### config.mk
export PLATFORM = sky130hd
export DESIGN_NAME = integer_printf_formatter_flat
export DESIGN_NICKNAME = d
export VERILOG_FILES = /design/src/rtl/core/ipf_pkg.sv /design/src/rtl/core/ipf_in_if.sv /design/src/rtl/core/ipf_out_if.sv /design/src/rtl/core/integer_printf_formatter.sv /design/src/flat_wrapper.sv
export SDC_FILE = /design/constraint.sdc
export NUM_CORES = 2
export LEC_CHECK = 0
export ABC_AREA = 1
export BUFFER_PORTS_ARGS = -buffer_cell sky130_fd_sc_hd__buf_2
export CAP_MARGIN = 20
export CELL_PAD_IN_SITES_DETAIL_PLACEMENT = 1
export CELL_PAD_IN_SITES_GLOBAL_PLACEMENT = 1
export CORE_MARGIN = 3
export CORE_UTILIZATION = 30
export DETAILED_ROUTE_END_ITERATION = 7
export PLACE_DENSITY_LB_ADDON = 0.2
export SLEW_MARGIN = 20
export SYNTH_ARGS = -nofsm -noshare
export SYNTH_HDL_FRONTEND = slang
export SYNTH_SLANG_ARGS = --single-unit
export TNS_END_PERCENT = 20
### constraint.sdc
create_clock -name clk_i -period 35.1 [get_ports clk_i]
set_clock_uncertainty 0.05 [all_clocks]
set_input_delay 7.02 -clock clk_i [delete_from_list [all_inputs] [get_ports clk_i]]
set_output_delay 7.02 -clock clk_i [all_outputs]
set_load 0.01 [all_outputs]
### src/rtl/core/ipf_pkg.sv
// ----------------------------------------------------------------------------
// Integer printf formatter package
// Shared constants and types for the integer printf formatter.
// ----------------------------------------------------------------------------
package ipf_pkg;

  localparam int unsigned MaxPadDefault = 48;

  // Conversion codes.
  localparam logic [2:0] OP_SDEC = 3'd0;
  localparam logic [2:0] OP_UDEC = 3'd1;
  localparam logic [2:0] OP_OCT  = 3'd2;
  localparam logic [2:0] OP_HEXL = 3'd3;
  localparam logic [2:0] OP_HEXU = 3'd4;
  localparam logic [2:0] OP_PTR  = 3'd5;

  // Length modes.
  localparam logic [1:0] LM_32 = 2'd0;
  localparam logic [1:0] LM_16 = 2'd1;
  localparam logic [1:0] LM_64 = 2'd2;

  // Input item.
  typedef struct packed {
    logic [63:0] value;
    logic [2:0]  opcode;
    logic [1:0]  length_mode;
    logic        left_justify;
    logic        show_plus;
    logic        show_space;
    logic        alternate_form;
    logic        zero_pad;
    logic [5:0]  field_width;
    logic        precision_given;
    logic [5:0]  min_digits;
  } ipf_in_t;

  // Result item.
  typedef struct packed {
    logic [7:0] character;
    logic       last;
    logic       empty_res;
  } ipf_out_t;

  // Character of one digit value.
  function automatic logic [7:0] digit_char(input logic [3:0] d, input logic upper);
    logic [7:0] c;
    if (d < 4'd10) c = 8'h30 + {4'd0, d};
    else if (upper) c = {4'd0, d} + 8'd55;
    else c = {4'd0, d} + 8'd87;
    return c;
  endfunction

  // Characters of the null pointer text.
  function automatic logic [7:0] nil_char(input logic [2:0] i);
    logic [7:0] c;
    case (i)
      3'd0:    c = 8'h28;
      3'd1:    c = 8'h6E;
      3'd2:    c = 8'h69;
      3'd3:    c = 8'h6C;
      default: c = 8'h29;
    endcase
    return c;
  endfunction

endpackage

### src/rtl/core/ipf_in_if.sv
// ----------------------------------------------------------------------------
// Integer printf formatter input channel
// Valid/ready channel that carries one value with its format settings.
// ----------------------------------------------------------------------------
interface ipf_in_if;
  logic             valid;
  logic             ready;
  ipf_pkg::ipf_in_t data;

  modport source (output valid, output data, input ready);
  modport sink (input valid, input data, output ready);
endinterface

### src/rtl/core/ipf_out_if.sv
// ----------------------------------------------------------------------------
// Integer printf formatter output channel
// Valid/ready channel that carries one formatted character.
// ----------------------------------------------------------------------------
interface ipf_out_if;
  logic              valid;
  logic              ready;
  ipf_pkg::ipf_out_t data;

  modport source (output valid, output data, input ready);
  modport sink (input valid, input data, output ready);
endinterface

### src/rtl/core/integer_printf_formatter.sv
// ----------------------------------------------------------------------------
// Integer printf formatter
// Formats one integer as printf %d %u %o %x %X %p and streams the text.
// ----------------------------------------------------------------------------
// Usage:
// One item enters on in_ch (value, conversion code, flags, width and
// precision). The text leaves on out_ch as one character per transfer, the
// final one marked by last. An empty text gives a single transfer with
// empty_res set.
// Operation: after a transfer in, the value is cut into digits by one
// shared digit unit. Octal and hex take one digit step per digit (up to 22
// digits for octal of a 64-bit value, 16 for hex). Decimal uses a
// divide-by-ten step built from a shift-and-add reciprocal, split over the
// ST_DIG and ST_DIV2 states for each digit (up to 20 digits). A value that
// prints no digits still takes one digit step. A setup step then lays out
// the text, which streams at one character per cycle while the receiver
// takes it; the input is not ready until the sequencer returns to idle.
// Reset clears the sequencer to idle; no output is pending.
// When the receiver stalls, the current character holds in the output
// register and the sequencer waits.
// ----------------------------------------------------------------------------
module integer_printf_formatter #(
  parameter int unsigned MaxPad = ipf_pkg::MaxPadDefault
) (
  input logic clk_i,
  input logic rst_ni,
  ipf_in_if.sink   in_ch,
  ipf_out_if.source out_ch
);

  localparam int unsigned BufLen = MaxPad + 32;
  localparam int unsigned LenW   = $clog2(BufLen + 1);

  typedef enum logic [4:0] {
    ST_IDLE  = 5'b00001,
    ST_DIG   = 5'b00010,
    ST_DIV2  = 5'b00100,
    ST_SETUP = 5'b01000,
    ST_EMIT  = 5'b10000
  } state_e;

  state_e state_q, state_d;

  // Captured item and working values.
  logic [2:0]  op_q;
  logic        left_q, alt_q, zpad_q, pgiven_q, nil_q, neg_q, plus_q, space_q;
  logic [5:0]  width_q, prec_q;
  logic [63:0] m_q, m_d;
  logic        magz_q;
  logic [4:0]  nd_q;
  logic [3:0]  rdig_q [24];
  logic [LenW-1:0] pos_q, total_q, pad_q, blen_q, zeros_q;
  logic [1:0]  npre_q;
  logic [7:0]  char_q;
  logic        last_q, empty_q, ovalid_q;
  logic [63:0] qt_q;

  // Input decode.
  ipf_pkg::ipf_in_t in_d;
  logic [2:0]  op_n;
  logic [5:0]  wid_n, prec_n;
  logic [63:0] mag_n;
  logic        neg_n;
  assign in_d = in_ch.data;

  always_comb begin
    op_n   = (in_d.opcode > ipf_pkg::OP_PTR) ? ipf_pkg::OP_UDEC : in_d.opcode;
    wid_n  = (32'(in_d.field_width) > MaxPad) ? 6'(MaxPad) : in_d.field_width;
    prec_n = (32'(in_d.min_digits) > MaxPad) ? 6'(MaxPad) : in_d.min_digits;
    neg_n  = 1'b0;
    if (op_n == ipf_pkg::OP_PTR) begin
      mag_n = in_d.value;
    end else if (in_d.length_mode == ipf_pkg::LM_16) begin
      mag_n = {48'd0, in_d.value[15:0]};
      if (op_n == ipf_pkg::OP_SDEC && in_d.value[15]) begin
        neg_n = 1'b1;
        mag_n = 64'h10000 - mag_n;
      end
    end else if (in_d.length_mode == ipf_pkg::LM_64) begin
      mag_n = in_d.value;
      if (op_n == ipf_pkg::OP_SDEC && in_d.value[63]) begin
        neg_n = 1'b1;
        mag_n = 64'd0 - mag_n;
      end
    end else begin
      mag_n = {32'd0, in_d.value[31:0]};
      if (op_n == ipf_pkg::OP_SDEC && in_d.value[31]) begin
        neg_n = 1'b1;
        mag_n = 64'h1_0000_0000 - mag_n;
      end
    end
  end

  // Digit unit: quotient by ten is m*0.8 shifted right by three, approximated
  // by shifts and adds, then corrected by one compare-subtract in ST_DIV2.
  logic [63:0] q_est;
  logic [67:0] r_full;
  logic [63:0] q_fix;
  logic [3:0]  r_fix;
  always_comb begin
    q_est = (m_q >> 1) + (m_q >> 2);
    q_est = q_est + (q_est >> 4);
    q_est = q_est + (q_est >> 8);
    q_est = q_est + (q_est >> 16);
    q_est = q_est + (q_est >> 32);
    q_est = q_est >> 3;
    r_full = {4'd0, m_q} - ({4'd0, qt_q} * 68'd10);
    if (r_full >= 68'd10) begin
      q_fix = qt_q + 64'd1;
      r_fix = 4'(r_full - 68'd10);
    end else begin
      q_fix = qt_q;
      r_fix = r_full[3:0];
    end
  end

  logic [3:0] dig_n;
  logic [63:0] quo_n;
  always_comb begin
    if (op_q == ipf_pkg::OP_OCT) begin
      dig_n = {1'b0, m_q[2:0]};
      quo_n = m_q >> 3;
    end else if (op_q >= ipf_pkg::OP_HEXL) begin
      dig_n = m_q[3:0];
      quo_n = m_q >> 4;
    end else begin
      dig_n = r_fix;
      quo_n = q_fix;
    end
  end

  logic is_dec;
  assign is_dec = (op_q == ipf_pkg::OP_SDEC) || (op_q == ipf_pkg::OP_UDEC);

  // Layout computed in the setup cycle.
  logic [LenW-1:0] zeros_n, blen_n, pad_n, tot_n, base_n;
  logic [1:0] npre_n;
  always_comb begin
    zeros_n = '0;
    npre_n  = 2'd0;
    base_n  = '0;
    if (nil_q) begin
      blen_n = LenW'(5);
    end else begin
      if (pgiven_q && prec_q > 6'(nd_q)) zeros_n = LenW'(prec_q) - LenW'(nd_q);
      if (op_q == ipf_pkg::OP_OCT && alt_q && zeros_n == '0 && !(nd_q == 5'd1 && magz_q))
        zeros_n = LenW'(1);
      if (op_q == ipf_pkg::OP_SDEC) begin
        npre_n = (neg_q || plus_q || space_q) ? 2'd1 : 2'd0;
      end else if ((op_q == ipf_pkg::OP_HEXL || op_q == ipf_pkg::OP_HEXU) && alt_q && !magz_q) begin
        npre_n = 2'd2;
      end else if (op_q == ipf_pkg::OP_PTR) begin
        npre_n = 2'd2;
      end
      base_n = LenW'(npre_n) + zeros_n + LenW'(nd_q);
      if (zpad_q && !left_q && !pgiven_q && LenW'(width_q) > base_n)
        zeros_n = zeros_n + (LenW'(width_q) - base_n);
      blen_n = LenW'(npre_n) + zeros_n + LenW'(nd_q);
    end
    pad_n = (LenW'(width_q) > blen_n) ? LenW'(width_q) - blen_n : '0;
    tot_n = blen_n + pad_n;
  end

  // Character at the current position.
  logic [LenW-1:0] bi;
  logic            in_body;
  logic [7:0]      ch_n;
  logic [LenW-1:0] di;
  always_comb begin
    if (left_q) begin
      in_body = pos_q < blen_q;
      bi      = pos_q;
    end else begin
      in_body = pos_q >= pad_q;
      bi      = pos_q - pad_q;
    end
    di = bi - LenW'(npre_q) - zeros_q;
    if (!in_body) begin
      ch_n = 8'h20;
    end else if (nil_q) begin
      ch_n = ipf_pkg::nil_char(bi[2:0]);
    end else if (bi < LenW'(npre_q)) begin
      if (op_q == ipf_pkg::OP_SDEC)
        ch_n = neg_q ? 8'h2D : (plus_q ? 8'h2B : 8'h20);
      else if (bi == '0)
        ch_n = 8'h30;
      else
        ch_n = (op_q == ipf_pkg::OP_HEXU) ? 8'h58 : 8'h78;
    end else if (bi < LenW'(npre_q) + zeros_q) begin
      ch_n = 8'h30;
    end else begin
      ch_n = ipf_pkg::digit_char(rdig_q[5'(LenW'(nd_q) - 1'b1 - di)],
                                 op_q == ipf_pkg::OP_HEXU);
    end
  end

  logic out_free;
  assign out_free = !ovalid_q || out_ch.ready;

  // Sequencer.
  always_comb begin
    state_d = state_q;
    m_d     = m_q;
    unique case (state_q)
      ST_IDLE: begin
        if (in_ch.valid) begin
          state_d = ST_DIG;
          m_d     = mag_n;
        end
      end
      ST_DIG: begin
        if (is_dec) state_d = ST_DIV2;
        else begin
          m_d = quo_n;
          if (quo_n == 64'd0 || nd_q == 5'd23) state_d = ST_SETUP;
        end
      end
      ST_DIV2: begin
        m_d = quo_n;
        state_d = (quo_n == 64'd0 || nd_q == 5'd23) ? ST_SETUP : ST_DIG;
      end
      ST_SETUP: state_d = ST_EMIT;
      ST_EMIT: if (out_free && (pos_q + 1'b1 >= total_q || total_q == '0)) state_d = ST_IDLE;
      default: state_d = ST_IDLE;
    endcase
  end

  assign in_ch.ready = (state_q == ST_IDLE);

  // Control registers.
  always_ff @(posedge clk_i or negedge rst_ni) begin
    if (!rst_ni) begin
      state_q  <= ST_IDLE;
      ovalid_q <= 1'b0;
    end else begin
      state_q <= state_d;
      if (state_q == ST_EMIT && out_free) ovalid_q <= 1'b1;
      else if (out_ch.ready) ovalid_q <= 1'b0;
    end
  end

  // Datapath registers.
  always_ff @(posedge clk_i) begin
    m_q  <= m_d;
    qt_q <= q_est;
    if (state_q == ST_IDLE && in_ch.valid) begin
      op_q     <= op_n;
      left_q   <= in_d.left_justify;
      plus_q   <= in_d.show_plus;
      space_q  <= in_d.show_space;
      alt_q    <= in_d.alternate_form;
      zpad_q   <= in_d.zero_pad;
      pgiven_q <= in_d.precision_given;
      width_q  <= wid_n;
      prec_q   <= prec_n;
      neg_q    <= neg_n;
      magz_q   <= (mag_n == 64'd0);
      nil_q    <= (op_n == ipf_pkg::OP_PTR) && (in_d.value == 64'd0);
      nd_q     <= 5'd0;
      pos_q    <= '0;
    end
    if ((state_q == ST_DIG && !is_dec) || state_q == ST_DIV2) begin
      if (!(pgiven_q && prec_q == 6'd0 && magz_q) && !nil_q) begin
        rdig_q[nd_q] <= dig_n;
        nd_q <= nd_q + 5'd1;
      end
    end
    if (state_q == ST_SETUP) begin
      zeros_q <= zeros_n;
      npre_q  <= npre_n;
      blen_q  <= blen_n;
      pad_q   <= pad_n;
      total_q <= tot_n;
    end
    if (state_q == ST_EMIT && out_free) begin
      char_q  <= (total_q == '0) ? 8'd0 : ch_n;
      last_q  <= (total_q == '0) || (pos_q + 1'b1 == total_q);
      empty_q <= (total_q == '0);
      pos_q   <= pos_q + 1'b1;
    end
  end

  assign out_ch.valid          = ovalid_q;
  assign out_ch.data.character = char_q;
  assign out_ch.data.last      = last_q;
  assign out_ch.data.empty_res = empty_q;

`ifndef NO_ASSERTIONS
  a_no_in_busy: assert property (@(posedge clk_i) disable iff (!rst_ni)
    (state_q != ST_IDLE) |-> !in_ch.ready) else $error("ready while busy");
  a_digits: assert property (@(posedge clk_i) disable iff (!rst_ni)
    (state_q == ST_SETUP) |-> (nd_q <= 5'd22)) else $error("digit count overflow");
  a_empty_last: assert property (@(posedge clk_i) disable iff (!rst_ni)
    (ovalid_q && empty_q) |-> last_q) else $error("empty without last");
`endif

endmodule
### src/flat_wrapper.sv
// flat-port wrapper written by rule: the top's interface ports become plain ports
module integer_printf_formatter_flat 
#(
  parameter int unsigned MaxPad = ipf_pkg::MaxPadDefault
)
  (clk_i, rst_ni, in_ch_valid, in_ch_data, in_ch_ready, out_ch_valid, out_ch_data, out_ch_ready);
  ipf_in_if in_ch_i ();
  ipf_out_if out_ch_i ();
  input logic clk_i;
  input logic rst_ni;
  input wire logic [$bits(in_ch_i.valid)-1:0] in_ch_valid;
  input wire logic [$bits(in_ch_i.data)-1:0] in_ch_data;
  output wire logic [$bits(in_ch_i.ready)-1:0] in_ch_ready;
  output wire logic [$bits(out_ch_i.valid)-1:0] out_ch_valid;
  output wire logic [$bits(out_ch_i.data)-1:0] out_ch_data;
  input wire logic [$bits(out_ch_i.ready)-1:0] out_ch_ready;
  assign in_ch_i.valid = in_ch_valid;
  assign in_ch_i.data = in_ch_data;
  assign in_ch_ready = in_ch_i.ready;
  assign out_ch_valid = out_ch_i.valid;
  assign out_ch_data = out_ch_i.data;
  assign out_ch_i.ready = out_ch_ready;
  integer_printf_formatter #(.MaxPad(MaxPad)) u_core (.clk_i(clk_i), .rst_ni(rst_ni), .in_ch(in_ch_i), .out_ch(out_ch_i));
endmodule
==> flow_summary_export.csv <==
group,metric,value,unit
floorplanning,num_rows,142,
timing,period_share,0.434,
placement,gp_congestion,0.962,
timing,worst_pin_slew,1230,ps
placement,postPlaceCellArea,48400,µm²
synthesis,synth_commonest_cells,"nand2_1 (1500), inv_1 (909), nor2_1 (852), a21oi_1 (559), ha_1 (528)",
critical_path,worst-path-buf-inv,2,
floorplanning,die_w,395,µm
cts,insertion_delay,600,ps
global_route,grt_max_degree,107,
synthesis,yosysTopAreaCell,"edfxtp_1",
synthesis,synth_compound_area_frac,0.165,
global_route,antenna_found_initial,2,
cts,cts_root_buffer,"clkbuf_16",
routing,top_layer,"met4",
cts,cts_tree,"yes",
floorplanning,dieArea,156000,µm²
global_route,grtUsageTotal,0.256,
critical_path,crit_path_start,"u_core.m_q[3]",
routing,totalWireLength,207000,µm
critical_path,path_class,"reg2reg",
synthesis,syn_area_per_cell,6.56,µm²
cts,htreeDepth,2,
routing,drt_iter0_markers,2843,
critical_path,cpPeakStageDelay,710,ps
routing,via_per_inst,5.29,
synthesis,ys_seq_elements,302,
floorplanning,die_height,395,µm
cts,cts_buffer_depth,3,
global_route,grt_pass1_vias,49150,
timing,fmax,65.7,MHz
floorplanning,start_util,0.303,
floorplanning,coreArea,150000,µm²
routing,wl_per_cell,22.8,µm
hold_path,hold_class,"reg2reg",
critical_path,reg2reg_to,"u_core.qt_q[54]",
timing,final.setup.tns,0,ps
critical_path,rr_worst_depth,70,
final_layout,fin_nets,7659,
placement,dp_hpwl,179000,µm
synthesis,synthTopCellsByArea,"edfxtp_1 (15%), ha_1 (15%), nand2_1 (12%)",
final_layout,drive_above_1_share,0.0686,
final_layout,final_area,49700,µm²
routing,vias,47953,
synthesis,syn-cell-area,45500,µm²
hold_path,hp-start,"u_core.out_ch.valid",
synthesis,synthMuxAreaShare,0,
routing,dr_wl_met3,6900,µm
synthesis,synth-async-reset-ratio,0.0199,
routing,first_pass_iters,5,
synthesis,synth_top_family_by_area,"simple AND/OR/NAND/NOR gates",
global_route,overflow,0,
synthesis,synth_seq_area_share,0.184,
synthesis,yosys.area_share.xor_xnor,0.0916,
critical_path,crit_arrival,15650,ps
cts,path_clk_slew,70,ps
critical_path,r2r-start,"u_core.m_q[3]",
routing,wl_met2,95600,µm
synthesis,synth-simple-area-share,0.315,
critical_path,end_kind,"flip-flop",
critical_path,cp_common_cell,"nand2_1",
timing,finalSetupViolCount,0,
status,outcome,"finished, final reports clean",
critical_path,critPathTopFamily,"compound AO/OA/AOI/OAI gates",
synthesis,post-synth-top-count-cell,"nand2_1",
cts,numCtsBuffers,37,
cts,post_cts_buffers,0,
timing,hold_viol,0,
cts,holdBufCountCts,0,
critical_path,worstPathMaxFanout,7,
final_layout,area_delta_synth_final,9.25,%
hold_path,hold_depth,4,
cts,clkSinkCount,302,
critical_path,cp_slowest_cell,"o21ai_0",
critical_path,cp-start-kind,"flip-flop",
routing,ant_nets,0,
synthesis,netlist_instances,6939,
synthesis,yosysWarnings,0,
synthesis,synthAdderAreaFrac,0.158,
cts,cts_resized,0,
placement,port_buffers,101,
floorplanning,num_io_pins,103,
job,maxCapViolCount,0,
routing,drc,0,
timing,rsz0062_at_grt,"false",
timing,slew_violations,0,
critical_path,worstPathRequired,35520,ps
global_route,grt_pass1_wl,310000,µm
synthesis,syn_nets,7587,
critical_path,rrSetupSlack,19870,ps
routing,wl_met1,98600,µm
synthesis,ys.flop_type,"edfxtp_1",
synthesis,synth_edf_count,230,
hold_path,hold-path-endpoint,"u_core.out_ch.valid",
synthesis,ys_types,75,
synthesis,netlist.area_leader.share,0.152,
timing,relSlewSlack,0.171,
timing,period_needed,15230,ps
[flip-flops by register name, indices dropped and copies added (netlist names), 2 cells and up]
name and flops:
u_core.rdig_q 96, u_core.m_q 64, u_core.qt_q 61, u_core.blen_q 7, u_core.char_q 7, u_core.pad_q 7
u_core.pos_q 7, u_core.total_q 7, u_core.zeros_q 7, u_core.prec_q 6, u_core.width_q 6, u_core.nd_q 5
u_core.state_q 5, u_core.op_q 3, u_core.npre_q 2
[tightest hold or removal path, cell delays in order, from the launching register on]
cell and delay [ps]:
dfrtp_1 370, inv_1 50, nor2_1 40, inv_1 80, nand2_1 60
[cells by family (layout without fill, tap and decap cells)]
kind of cell | count (synthesis) | count (layout)
other | 1 | 4
adder cells (fa/ha/maj) | 557 | 557
buffers and inverters | 1042 | 1143
AO/OA/AOI/OAI | 1316 | 1316
XOR/XNOR | 459 | 459
flip-flops | 302 | 302
AND/OR/NAND/NOR | 3262 | 3262
[metal layers]
metal | up-vias | global-route usage
met5 | - | 0
met3 | 210 | 0.0178
li1 | 23409 | -
met2 | 890 | 0.429
met1 | 23444 | 0.356
met4 | 0 | 0.0640
[metrics by stage]
| stage | cells | setup slack [ps] | util | hold WS, ps |
|---|---|---|---|---|
| 2_1_floorplan | 6939 | 23070 | - | 470 |
| 3_3_place_gp | 8988 | 20090 | 0.322 | 583 |
| 3_5_place_dp | 8988 | 19920 | 0.322 | 594 |
| 4_1_cts | 9056 | 19860 | 0.331 | 601 |
| 5_1_grt | 9056 | 18600 | 0.331 | 654 |
| 6_report | 9059 | 19870 | 0.331 | 598 |
[layout make-up]
class                      instances  area, µm²
clock inverter                    21        273
inverter                         947       3550
clock buffer                      47       1020
fill                           19274     101000
multi-input combinational       5595      33200
sequential                       302       8380
antenna                            3       7.51
tap                             2016       2520
timing repair buffer             128        721
[layout by cell type, fill, tap and decap left out, drive strengths merged, types with 5 or more instances in the layout]
cell type / netlist / layout
a21oi: 566 / 566
clkbuf: 73 / 47
o211ai: 29 / 29
dfxtp: 66 / 66
a21boi: 30 / 30
xnor2: 181 / 181
clkinv: 3 / 13
nor2: 893 / 893
or2: 26 / 26
o21bai: 28 / 28
ha: 528 / 528
xor2: 278 / 278
and2: 9 / 9
nand3b: 26 / 26
o221a: 5 / 5
bufinv: 0 / 5
o221ai: 27 / 27
a221oi: 7 / 7
nand2: 1594 / 1594
a31oi: 99 / 99
fa: 29 / 29
nor3: 124 / 124
a21o: 31 / 31
o22ai: 8 / 8
o31ai: 20 / 20
o21a: 35 / 35
buf: 22 / 128
o21ai: 401 / 401
and3: 9 / 9
inv: 944 / 947
nor4: 43 / 43
nor3b: 6 / 6
nand3: 390 / 390
a211oi: 13 / 13
edfxtp: 230 / 230
nand4: 140 / 140
dfrtp: 5 / 5
[worst max path at each step]
stage	to	cells after the start	slack (ps)
6_report	u_core.qt_q[54]	70	19870
5_1_grt	u_core.qt_q[54]	74	18600
4_1_cts	u_core.qt_q[54]	70	19860
3_5_place_dp	u_core.qt_q[54]	70	19920
3_3_place_gp	u_core.qt_q[54]	72	20090
2_1_floorplan	u_core.m_q[0]	2	23070
Power is not shown: default switching activity piles up to over one toggle a cycle in this logic, so the estimate is an artifact.
